`src/design/running_sum_mean_stddev_peak_macros.svh`:
```
`ifndef RUNNING_SUM_MEAN_STDDEV_PEAK_MACROS_SVH
`define RUNNING_SUM_MEAN_STDDEV_PEAK_MACROS_SVH

// same-cycle implication, checked outside reset
`define RSMSP_ASSERT_IMP(label, clk, rst_n, ante, cons, msg) \
    label: assert property (@(posedge clk) disable iff (!rst_n) (ante) |-> (cons)) \
        else $error(msg);

// next-cycle implication, checked outside reset
`define RSMSP_ASSERT_NXT(label, clk, rst_n, ante, cons, msg) \
    label: assert property (@(posedge clk) disable iff (!rst_n) (ante) |=> (cons)) \
        else $error(msg);

`endif

```
`src/design/rsmsp_pkg.sv`:
```
`default_nettype none

package rsmsp_pkg;

    // input word kinds (tuser)
    localparam logic OP_ADD    = 1'b0;
    localparam logic OP_FINISH = 1'b1;

    // shared restoring divider
    localparam int DIV_NUM_W = 80;
    localparam int DIV_DEN_W = 33;
    localparam int DIV_CNT_W = $clog2(DIV_NUM_W);
    localparam int QUOT_W    = 48;

    // digit-by-digit square root
    localparam int SQ_IN_W   = 48;
    localparam int SQ_OUT_W  = SQ_IN_W / 2;
    localparam int SQ_REM_W  = SQ_OUT_W + 2;
    localparam int SQ_CNT_W  = $clog2(SQ_OUT_W);

    typedef struct packed {
        logic                 start;
        logic [DIV_NUM_W-1:0] num;
        logic [DIV_DEN_W-1:0] den;
    } t_div_req;

    typedef struct packed {
        logic                start;
        logic [SQ_IN_W-1:0]  val;
    } t_sq_req;

    typedef enum logic [3:0] {
        S_IDLE,
        S_MB,
        S_MALO,
        S_MAHI,
        S_MNN,
        S_DIFF,
        S_DDIV_GO,
        S_DDIV_WAIT,
        S_SQ_GO,
        S_SQ_WAIT,
        S_MDIV_GO,
        S_MDIV_WAIT,
        S_OUT
    } t_state;

endpackage

`default_nettype wire

```
`src/design/rsmsp_div.sv`:
```
`default_nettype none

module rsmsp_div import rsmsp_pkg::*; (
    input  wire logic              i_clk,
    input  wire logic              i_rst_n,
    input  wire t_div_req          i_req,
    output logic                   o_done,
    output logic [QUOT_W-1:0]      o_quot
);

    localparam logic [DIV_CNT_W-1:0] LAST_STEP = DIV_CNT_W'(DIV_NUM_W - 1);

    logic                 r_busy;
    logic                 r_done;
    logic [DIV_CNT_W-1:0] r_cnt;
    logic [DIV_DEN_W-1:0] r_rem;
    logic [DIV_DEN_W-1:0] r_den;
    logic [DIV_NUM_W-1:0] r_num;

    logic [DIV_DEN_W:0]   w_shift;
    logic [DIV_DEN_W:0]   w_diff;
    logic                 w_ge;
    logic [DIV_DEN_W-1:0] n_rem;

    // one quotient bit a cycle; quotient bits shift into the numerator register
    always_comb begin
        w_shift = {r_rem, r_num[DIV_NUM_W-1]};
        w_ge    = w_shift >= {1'b0, r_den};
        w_diff  = w_shift - {1'b0, r_den};
        n_rem   = w_ge ? w_diff[DIV_DEN_W-1:0] : w_shift[DIV_DEN_W-1:0];
    end

    always_ff @(posedge i_clk) begin
        if (!i_rst_n) begin
            r_busy <= 1'b0;
            r_done <= 1'b0;
            r_cnt  <= '0;
        end else begin
            r_done <= 1'b0;
            if (i_req.start) begin
                r_busy <= 1'b1;
                r_cnt  <= '0;
            end else if (r_busy) begin
                r_cnt <= r_cnt + 1'b1;
                if (r_cnt == LAST_STEP) begin
                    r_busy <= 1'b0;
                    r_done <= 1'b1;
                end
            end
        end
    end

    always_ff @(posedge i_clk) begin
        if (i_req.start) begin
            r_num <= i_req.num;
            r_den <= i_req.den;
            r_rem <= '0;
        end else if (r_busy) begin
            r_num <= {r_num[DIV_NUM_W-2:0], w_ge};
            r_rem <= n_rem;
        end
    end

    assign o_done = r_done;
    assign o_quot = r_num[QUOT_W-1:0];

endmodule

`default_nettype wire

```
`src/design/rsmsp_isqrt.sv`:
```
`default_nettype none

module rsmsp_isqrt import rsmsp_pkg::*; (
    input  wire logic              i_clk,
    input  wire logic              i_rst_n,
    input  wire t_sq_req           i_req,
    output logic                   o_done,
    output logic [SQ_OUT_W-1:0]    o_root
);

    localparam logic [SQ_CNT_W-1:0] LAST_STEP = SQ_CNT_W'(SQ_OUT_W - 1);

    logic                r_busy;
    logic                r_done;
    logic [SQ_CNT_W-1:0] r_cnt;
    logic [SQ_IN_W-1:0]  r_x;
    logic [SQ_REM_W-1:0] r_rem;
    logic [SQ_OUT_W-1:0] r_root;

    logic [SQ_REM_W+1:0] w_rem_sh;
    logic [SQ_REM_W+1:0] w_trial;
    logic [SQ_REM_W+1:0] w_diff;
    logic                w_ge;
    logic [SQ_REM_W-1:0] n_rem;

    // one root bit a cycle: bring down two radicand bits, try 4*root+1
    always_comb begin
        w_rem_sh = {r_rem, r_x[SQ_IN_W-1 -: 2]};
        w_trial  = {2'b00, r_root, 2'b01};
        w_ge     = w_rem_sh >= w_trial;
        w_diff   = w_rem_sh - w_trial;
        n_rem    = w_ge ? w_diff[SQ_REM_W-1:0] : w_rem_sh[SQ_REM_W-1:0];
    end

    always_ff @(posedge i_clk) begin
        if (!i_rst_n) begin
            r_busy <= 1'b0;
            r_done <= 1'b0;
            r_cnt  <= '0;
        end else begin
            r_done <= 1'b0;
            if (i_req.start) begin
                r_busy <= 1'b1;
                r_cnt  <= '0;
            end else if (r_busy) begin
                r_cnt <= r_cnt + 1'b1;
                if (r_cnt == LAST_STEP) begin
                    r_busy <= 1'b0;
                    r_done <= 1'b1;
                end
            end
        end
    end

    always_ff @(posedge i_clk) begin
        if (i_req.start) begin
            r_x    <= i_req.val;
            r_rem  <= '0;
            r_root <= '0;
        end else if (r_busy) begin
            r_x    <= {r_x[SQ_IN_W-3:0], 2'b00};
            r_rem  <= n_rem;
            r_root <= {r_root[SQ_OUT_W-2:0], w_ge};
        end
    end

    assign o_done = r_done;
    assign o_root = r_root;

endmodule

`default_nettype wire

```
`src/design/running_sum_mean_stddev_peak.sv`:
```
// Running sum, Q.8 mean, Q.8 population standard deviation and peak index.
// Input stream (i_s_*): tuser selects the word kind, 0 adds the sample in
// tdata, 1 finishes the set. Sample words are taken one per cycle while idle
// and yield no output. A finish word yields one output word (o_m_*) and
// clears all running state.
// The result word of an empty set goes from its finish word straight to the
// output stage. Any other finish runs four passes through the shared 32x32
// multiplier, two 80-step passes through the shared restoring divider
// (variance, then mean) and a 24-step square root, one bit per cycle each,
// with sequencing states between them. The input is not ready during that
// sequence, so a new set cannot finish before the last one is through.
// The output register holds a finished word while the receiver stalls;
// samples are still accepted meanwhile, and a following finish runs its
// sequence but waits at the end until the register is free.
// Samples beyond MAX_SAMPLES are dropped and flagged in the next output word.
// Reset (synchronous, active low) clears all running state and empties the
// output register.
`default_nettype none
`include "running_sum_mean_stddev_peak_macros.svh"

module running_sum_mean_stddev_peak import rsmsp_pkg::*; #(
    parameter int MAX_SAMPLES = 65536
) (
    input  wire logic         i_clk,
    input  wire logic         i_rst_n,
    input  wire logic         i_s_tvalid,
    output logic              o_s_tready,
    input  wire logic [15:0]  i_s_tdata,   // [15:0] sample
    input  wire logic         i_s_tuser,   // [0] op
    output logic              o_m_tvalid,
    input  wire logic         i_m_tready,
    output logic [119:0]      o_m_tdata    // [31:0] total, [55:32] mean_q8,
                                           // [79:56] std_dev_q8,
                                           // [95:80] peak_position,
                                           // [112:96] sample_count,
                                           // [113] overflowed, [119:114] zero
);

    localparam logic [16:0] MAX_CNT = 17'(MAX_SAMPLES);

    t_state               r_state;
    t_state               n_state;

    logic signed [31:0]   r_sum;
    logic [46:0]          r_sumsq;
    logic [30:0]          r_sq_pend;
    logic                 r_sq_vld;
    logic signed [15:0]   r_peak_val;
    logic [15:0]          r_peak_idx;
    logic [16:0]          r_count;
    logic                 r_drop;

    logic [63:0]          r_prod;
    logic [63:0]          r_a;
    logic [63:0]          r_b;
    logic [63:0]          r_d;
    logic [32:0]          r_n2;
    logic [QUOT_W-1:0]    r_v;
    logic [23:0]          r_mean;
    logic [23:0]          r_dev;

    logic                 r_m_valid;
    logic [119:0]         r_m_data;

    logic                 w_s_acc;
    logic                 w_add;
    logic                 w_fin;
    logic                 w_out_load;
    logic signed [15:0]   w_sample;
    logic signed [31:0]   w_sq;
    logic [31:0]          w_mag;
    logic [31:0]          w_mul_a;
    logic [31:0]          w_mul_b;

    t_div_req             w_div_req;
    logic                 w_div_done;
    logic [QUOT_W-1:0]    w_div_quot;
    t_sq_req              w_sq_req;
    logic                 w_sq_done;
    logic [SQ_OUT_W-1:0]  w_root;

    assign o_s_tready = (r_state == S_IDLE);
    assign w_s_acc    = i_s_tvalid && o_s_tready;
    assign w_add      = w_s_acc && (i_s_tuser == OP_ADD);
    assign w_fin      = w_s_acc && (i_s_tuser == OP_FINISH);
    assign w_out_load = (r_state == S_OUT) && (!r_m_valid || i_m_tready);
    assign w_sample   = $signed(i_s_tdata);
    assign w_sq       = w_sample * w_sample;
    assign w_mag      = r_sum[31] ? (~r_sum + 32'd1) : r_sum;

    // ---------------- accumulation ----------------
    always_ff @(posedge i_clk) begin
        if (!i_rst_n || w_out_load) begin
            r_sum      <= '0;
            r_sumsq    <= '0;
            r_sq_vld   <= 1'b0;
            r_peak_val <= '0;
            r_peak_idx <= '0;
            r_count    <= '0;
            r_drop     <= 1'b0;
        end else begin
            // squares go through one register stage before the add
            if (r_sq_vld) begin
                r_sumsq <= r_sumsq + {16'd0, r_sq_pend};
            end
            r_sq_vld <= 1'b0;
            if (w_add) begin
                if (r_count == MAX_CNT) begin
                    r_drop <= 1'b1;
                end else begin
                    r_sum    <= r_sum + {{16{w_sample[15]}}, w_sample};
                    r_sq_vld <= 1'b1;
                    r_count  <= r_count + 17'd1;
                    if (w_sample > r_peak_val) begin
                        r_peak_val <= w_sample;
                        r_peak_idx <= r_count[15:0];
                    end
                end
            end
        end
    end

    always_ff @(posedge i_clk) begin
        r_sq_pend <= w_sq[30:0];
    end

    // ---------------- sequencer ----------------
    always_ff @(posedge i_clk) begin
        if (!i_rst_n) begin
            r_state <= S_IDLE;
        end else begin
            r_state <= n_state;
        end
    end

    always_comb begin
        n_state = r_state;
        case (r_state)
            S_IDLE: begin
                if (w_fin) begin
                    n_state = (r_count == '0) ? S_OUT : S_MB;
                end
            end
            S_MB:        n_state = S_MALO;
            S_MALO:      n_state = S_MAHI;
            S_MAHI:      n_state = S_MNN;
            S_MNN:       n_state = S_DIFF;
            S_DIFF:      n_state = S_DDIV_GO;
            S_DDIV_GO:   n_state = S_DDIV_WAIT;
            S_DDIV_WAIT: begin
                if (w_div_done) begin
                    n_state = S_SQ_GO;
                end
            end
            S_SQ_GO:     n_state = S_SQ_WAIT;
            S_SQ_WAIT: begin
                if (w_sq_done) begin
                    n_state = S_MDIV_GO;
                end
            end
            S_MDIV_GO:   n_state = S_MDIV_WAIT;
            S_MDIV_WAIT: begin
                if (w_div_done) begin
                    n_state = S_OUT;
                end
            end
            S_OUT: begin
                if (w_out_load) begin
                    n_state = S_IDLE;
                end
            end
            default:     n_state = S_IDLE;
        endcase
    end

    // shared multiplier operands
    always_comb begin
        w_mul_a = '0;
        w_mul_b = '0;
        case (r_state)
            S_MB: begin
                w_mul_a = w_mag;
                w_mul_b = w_mag;
            end
            S_MALO: begin
                w_mul_a = {15'd0, r_count};
                w_mul_b = {8'd0, r_sumsq[23:0]};
            end
            S_MAHI: begin
                w_mul_a = {15'd0, r_count};
                w_mul_b = {9'd0, r_sumsq[46:24]};
            end
            S_MNN: begin
                w_mul_a = {15'd0, r_count};
                w_mul_b = {15'd0, r_count};
            end
            default: begin
                w_mul_a = '0;
                w_mul_b = '0;
            end
        endcase
    end

    always_comb begin
        w_div_req.start = (r_state == S_DDIV_GO) || (r_state == S_MDIV_GO);
        if (r_state == S_MDIV_GO) begin
            w_div_req.num = {40'd0, w_mag, 8'd0};
            w_div_req.den = {16'd0, r_count};
        end else begin
            w_div_req.num = {r_d, 16'd0};
            w_div_req.den = r_n2;
        end
        w_sq_req.start = (r_state == S_SQ_GO);
        w_sq_req.val   = r_v;
    end

    // datapath: products, variance numerator and results
    always_ff @(posedge i_clk) begin
        r_prod <= w_mul_a * w_mul_b;
        case (r_state)
            S_IDLE: begin
                // empty set reports zero mean and deviation
                if (w_fin) begin
                    r_mean <= '0;
                    r_dev  <= '0;
                end
            end
            S_MALO:      r_b <= r_prod;
            S_MAHI:      r_a <= r_prod;
            S_MNN:       r_a <= r_a + {r_prod[39:0], 24'd0};
            S_DIFF: begin
                r_n2 <= r_prod[32:0];
                r_d  <= (r_a > r_b) ? (r_a - r_b) : '0;
            end
            S_DDIV_WAIT: begin
                if (w_div_done) begin
                    r_v <= w_div_quot;
                end
            end
            S_SQ_WAIT: begin
                if (w_sq_done) begin
                    r_dev <= w_root;
                end
            end
            S_MDIV_WAIT: begin
                // truncate toward zero: divide magnitudes, then restore sign
                if (w_div_done) begin
                    r_mean <= r_sum[31] ? (~w_div_quot[23:0] + 24'd1) : w_div_quot[23:0];
                end
            end
            default: begin
            end
        endcase
    end

    rsmsp_div u_div (
        .i_clk   (i_clk),
        .i_rst_n (i_rst_n),
        .i_req   (w_div_req),
        .o_done  (w_div_done),
        .o_quot  (w_div_quot)
    );

    rsmsp_isqrt u_isqrt (
        .i_clk   (i_clk),
        .i_rst_n (i_rst_n),
        .i_req   (w_sq_req),
        .o_done  (w_sq_done),
        .o_root  (w_root)
    );

    // ---------------- output register ----------------
    always_ff @(posedge i_clk) begin
        if (!i_rst_n) begin
            r_m_valid <= 1'b0;
        end else if (w_out_load) begin
            r_m_valid <= 1'b1;
        end else if (i_m_tready) begin
            r_m_valid <= 1'b0;
        end
    end

    always_ff @(posedge i_clk) begin
        if (w_out_load) begin
            r_m_data <= {6'd0, r_drop, r_count, r_peak_idx, r_dev, r_mean, r_sum};
        end
    end

    assign o_m_tvalid = r_m_valid;
    assign o_m_tdata  = r_m_data;

    // ---------------- checks ----------------
    `RSMSP_ASSERT_IMP(a_busy_not_ready, i_clk, i_rst_n,
        (r_state != S_IDLE), !o_s_tready, "input ready while finishing a set")
    `RSMSP_ASSERT_IMP(a_count_bound, i_clk, i_rst_n,
        1'b1, (r_count <= MAX_CNT), "sample count beyond capacity")
    `RSMSP_ASSERT_NXT(a_finish_leaves_idle, i_clk, i_rst_n,
        w_fin, (r_state != S_IDLE), "finish word did not start the sequence")
    `RSMSP_ASSERT_NXT(a_load_clears, i_clk, i_rst_n,
        w_out_load, (o_m_tvalid && (r_count == '0) && !r_drop),
        "result load did not present the word and clear the state")

endmodule

`default_nettype wire
```
`config.mk`:
```
export PLATFORM = sky130hd
export DESIGN_NAME = running_sum_mean_stddev_peak
export DESIGN_NICKNAME = d
export VERILOG_FILES = /design/src/design/rsmsp_pkg.sv /design/src/design/rsmsp_div.sv /design/src/design/rsmsp_isqrt.sv /design/src/design/running_sum_mean_stddev_peak.sv
export VERILOG_INCLUDE_DIRS = /design/src /design/src/design
export SDC_FILE = /design/constraint.sdc
export NUM_CORES = 2
export LEC_CHECK = 0
export ABC_AREA = 1
export BUFFER_PORTS_ARGS = -buffer_cell sky130_fd_sc_hd__buf_4
export CAP_MARGIN = 20
export CORE_ASPECT_RATIO = 2
export CORE_UTILIZATION = 51
export DETAILED_ROUTE_END_ITERATION = 6
export PLACE_DENSITY = 0.73
export SLEW_MARGIN = 20
export SYNTH_ARGS = -nofsm -noshare
export SYNTH_HDL_FRONTEND = slang
export SYNTH_SLANG_ARGS = --single-unit
```
`constraint.sdc`:
```
create_clock -name i_clk -period 20.1 [get_ports i_clk]
set_input_delay 2.01 -clock i_clk [delete_from_list [all_inputs] [get_ports i_clk]]
set_output_delay 2.01 -clock i_clk [all_outputs]
set_load 0.02 [all_outputs]
```
==> impl_metrics.py <==
metrics = {
    "drt": {
        "wl_per_cell_um": 26.35,
        "drt-vias-per-instance": 5.650,
        "drt_first_pass_iters": 7,
        "drc": 9,
        "ant_nets": 0,
        "dr_total_vias": 82380,
        "finalWirelength_mm": 384.1,
        "drt-initial-drc-count": 6786,
    },
    "pwr": {
        "p_int_uw": 5359,
        "power_frac_clock_pct": 16.8,
        "pwr_density_cell_mw_per_mm2": 103.8,
        "p_total_uw": 10510,
        "power.leakage_uw": 0.05088,
        "ir_drop_mv": 0.2306,
        "switching_share_pct": 49.02,
        "p_sw_uw": 5153,
        "comb_power_share_pct": 56.9,
        "seq_power_share_pct": 26.3,
    },
    "timing": {
        "setup_ws_ps": 8291,
        "setup_tns_ps": 0,
        "period_share_pct": 58.75,
        "hold_violations": 0,
        "finalSetupViolCount": 0,
        "rsz0062_at_grt": "false",
        "relSlewSlack_pct": 13.25,
        "drv_slew": 0,
        "min_period_ps": 11810,
        "fmax_mhz": 84.68,
        "clock_skew_ps": 52.71,
        "tightest_slew_ps": 1301,
    },
    "global_route": {
        "grt_usage_pct": 41.65,
        "grt_pass1_wl_mm": 557.8,
        "gr-total-overflow": 0,
        "grt_pass1_vias": 87380,
        "antenna_found_initial": 19,
        "grt_max_degree": 78,
    },
    "die": {
        "ioPinCount": 143,
        "core-area_sq_mm": 0.1844,
        "chipHeight_um": 611.2,
        "design.die.area_sq_mm": 0.1874,
        "start_util_pct": 51.32,
        "die_x_um": 306.6,
        "placementRows": 223,
    },
    "critical_path": {
        "cp-start-kind": "flop",
        "crit_top_cell": "fa_1",
        "path_class": "reg -> reg",
        "crit_path_end_kind": "flop",
        "crit_fanout": 41,
        "max_stage_delay_ps": 890,
        "crit_buf_inv": 9,
        "cp_slowest_cell": "o21ai_0",
        "cp_top_family": "adder cells",
        "cp.required_ps": 20630,
        "arrival_ps": 12340,
    },
    "synthesis": {
        "synth_cell_type_count": 62,
        "synth-edff-count": 596,
        "async_reset_ff_share_pct": 0,
        "ys_ff_latch": 924,
        "synthCells": 11980,
        "synth_area_sq_mm": 0.09464,
        "postSynthAreaPerCell_sq_um": 7.902,
        "yosys_warnings": 0,
        "seq_area_frac_synth_pct": 25.85,
        "ys.flop_type": "edfxtp_1",
    },
    "finish": {
        "register_area_sq_mm": 0.02446,
        "multi_input_area_sq_mm": 0.05875,
        "drive_gt1_share_pct": 4.485,
        "fillerInstances": 17530,
        "syn_to_final_growth_pct": 6.974,
        "finalNetCount": 13760,
    },
    "clock_tree": {
        "cts.repair.resized": 0,
        "ctsLongestPathBuffers": 3,
        "clock_sinks": 924,
        "insertion_delay_ps": 700,
        "htree_levels": 3,
        "cts_hold_buf": 0,
        "clk_pin_slew_worst_paths_ps": 70,
        "cts_setup_buffers": 0,
        "cts_tree": "done",
        "cts-root-buf": "clkbuf_16",
        "numCtsBuffers": 81,
    },
    "placed_design": {
        "gp_congestion": 1.144,
        "dp_hpwl_mm": 308.2,
        "io_buffer_count": 136,
        "place_ws_ps": 8837,
    },
    "status": {
        "violations": "design-rule violations",
        "status": "finished with violations",
    },
    "run": {
        "drv_cap": 0,
    },
    "min_path": {
        "hold_class": "reg -> reg",
    },
}
==> area by class of cell <==
type / instances / area share, %
clock buffers: 104 / 2.200
clock inverters: 48 / 0.7057
inverters: 2689 / 9.971
repair buffers: 245 / 1.820
multi-input cells: 8075 / 58.03
diodes: 19 / 0.04696
well taps: 2475 / 3.059
flip-flops and latches: 924 / 24.16
==> kinds of logic after synthesis <==
logic type,after synthesis,share of synthesized area (%)
simple gates,4940,21.27
buf+inv,3012,12.35
fa+ha+maj,1722,31.74
compound gates,1167,6.823
flops,924,25.85
xor+xnor,210,1.963
other cells,2,0.007935
==> routing by layer <==
| metal | vias up | wire length [um] | track usage [%] |
|---|---|---|---|
| li1 | 36610 | - | - |
| met1 | 39640 | 113100 | 37.48 |
| met2 | 4153 | 188100 | 72.18 |
| met3 | 1968 | 28040 | 9.751 |
| met4 | 6 | 54840 | 46.92 |
| met5 | - | 42 | 0 |
==> through the flow <==
step	hold slack (ps)	instance area [sq um]	utilization (%)	std cells
floorplan	400.3	94770	-	12010
global route	414.7	101200	54.87	14560
finish	414.0	101200	54.89	14580
CTS	411.4	101200	54.86	14560
detailed placement	404.5	98230	53.26	14410
global placement	400.0	98220	53.26	14410
==> power by group through the flow <==
stage | logic, uW | clock network [uW] | registers, uW
after floorplan | 4040 | 0 | 2690
after global placement | 5750 | 0 | 2790
after detailed placement | 5850 | 0 | 2790
after CTS | 5880 | 1780 | 2750
after global routing | 6630 | 1830 | 2780
final | 5990 | 1760 | 2760
==> cell usage in the layout (no fill, tap or decap), types with 83 or more instances in the layout <==
master,instances
a21oi_1,587
inv_1,2647
ha_1,589
o21ai_0,341
edfxtp_1,596
nand2_1,2915
nand3_1,411
clkbuf_16,83
buf_4,244
fa_1,1132
xor2_1,139
nand4_1,83
nor2_1,1241
nor3_1,90
dfxtp_1,327
==> worst paths after layout <==
kind / endpoint / slack (ps) / cells after the start / startpoint
worst max-delay path: r_prod[55]$_DFF_P_ / 8290 / 32 / r_state[1]$_SDFFE_PN0P_
worst min-delay path: o_m_tdata[35]$_DFFE_PP_ / 410 / 0 / r_mean[3]$_SDFFCE_PN0P_
worst max register to register: r_prod[55]$_DFF_P_ / 8290 / 32 / r_state[1]$_SDFFE_PN0P_
worst min register to register: o_m_tdata[35]$_DFFE_PP_ / 410 / 0 / r_mean[3]$_SDFFCE_PN0P_
==> cells in the mapped netlist, drive strengths merged, types with 5 or more instances <==
master,number,area (sq um)
a22oi,24,180.2
o21a,20,150.1
nor4,23,150.1
edfxtp,596,17900
xor2,140,1245
a31oi,15,93.84
nand4,85,553.0
ha,590,7382
inv,2682,10070
o21ai,347,1744
dfxtp,328,6566
a21boi,10,75.07
o22ai,18,112.6
buf,193,1102
nor3,96,508.0
fa,1132,22660
o211ai,16,120.1
a22o,41,359.1
xnor2,70,613.1
nand3b,59,442.9
or2,21,131.4
nand2,2945,11150
clkinv,7,26.28
a221oi,5,43.79
o21bai,50,375.4
nor2,1280,4976
a21oi,594,2995
nand3,417,2125
a21o,18,135.1
nor3b,6,45.04
clkbuf,130,488.0
==> sequential cells by signal (all words and copies together) (netlist names), 33 cells and up <==
name / count
r_n2: 33
r_b: 64
r_sumsq: 47
r_v: 48
u_div.r_num: 80
u_isqrt.r_x: 48
r_prod: 64
r_a: 64
u_div.r_rem: 33
r_d: 64
u_div.r_den: 33
o_m_tdata: 114
No activity file was read; power rests on OpenSTA's default activity.
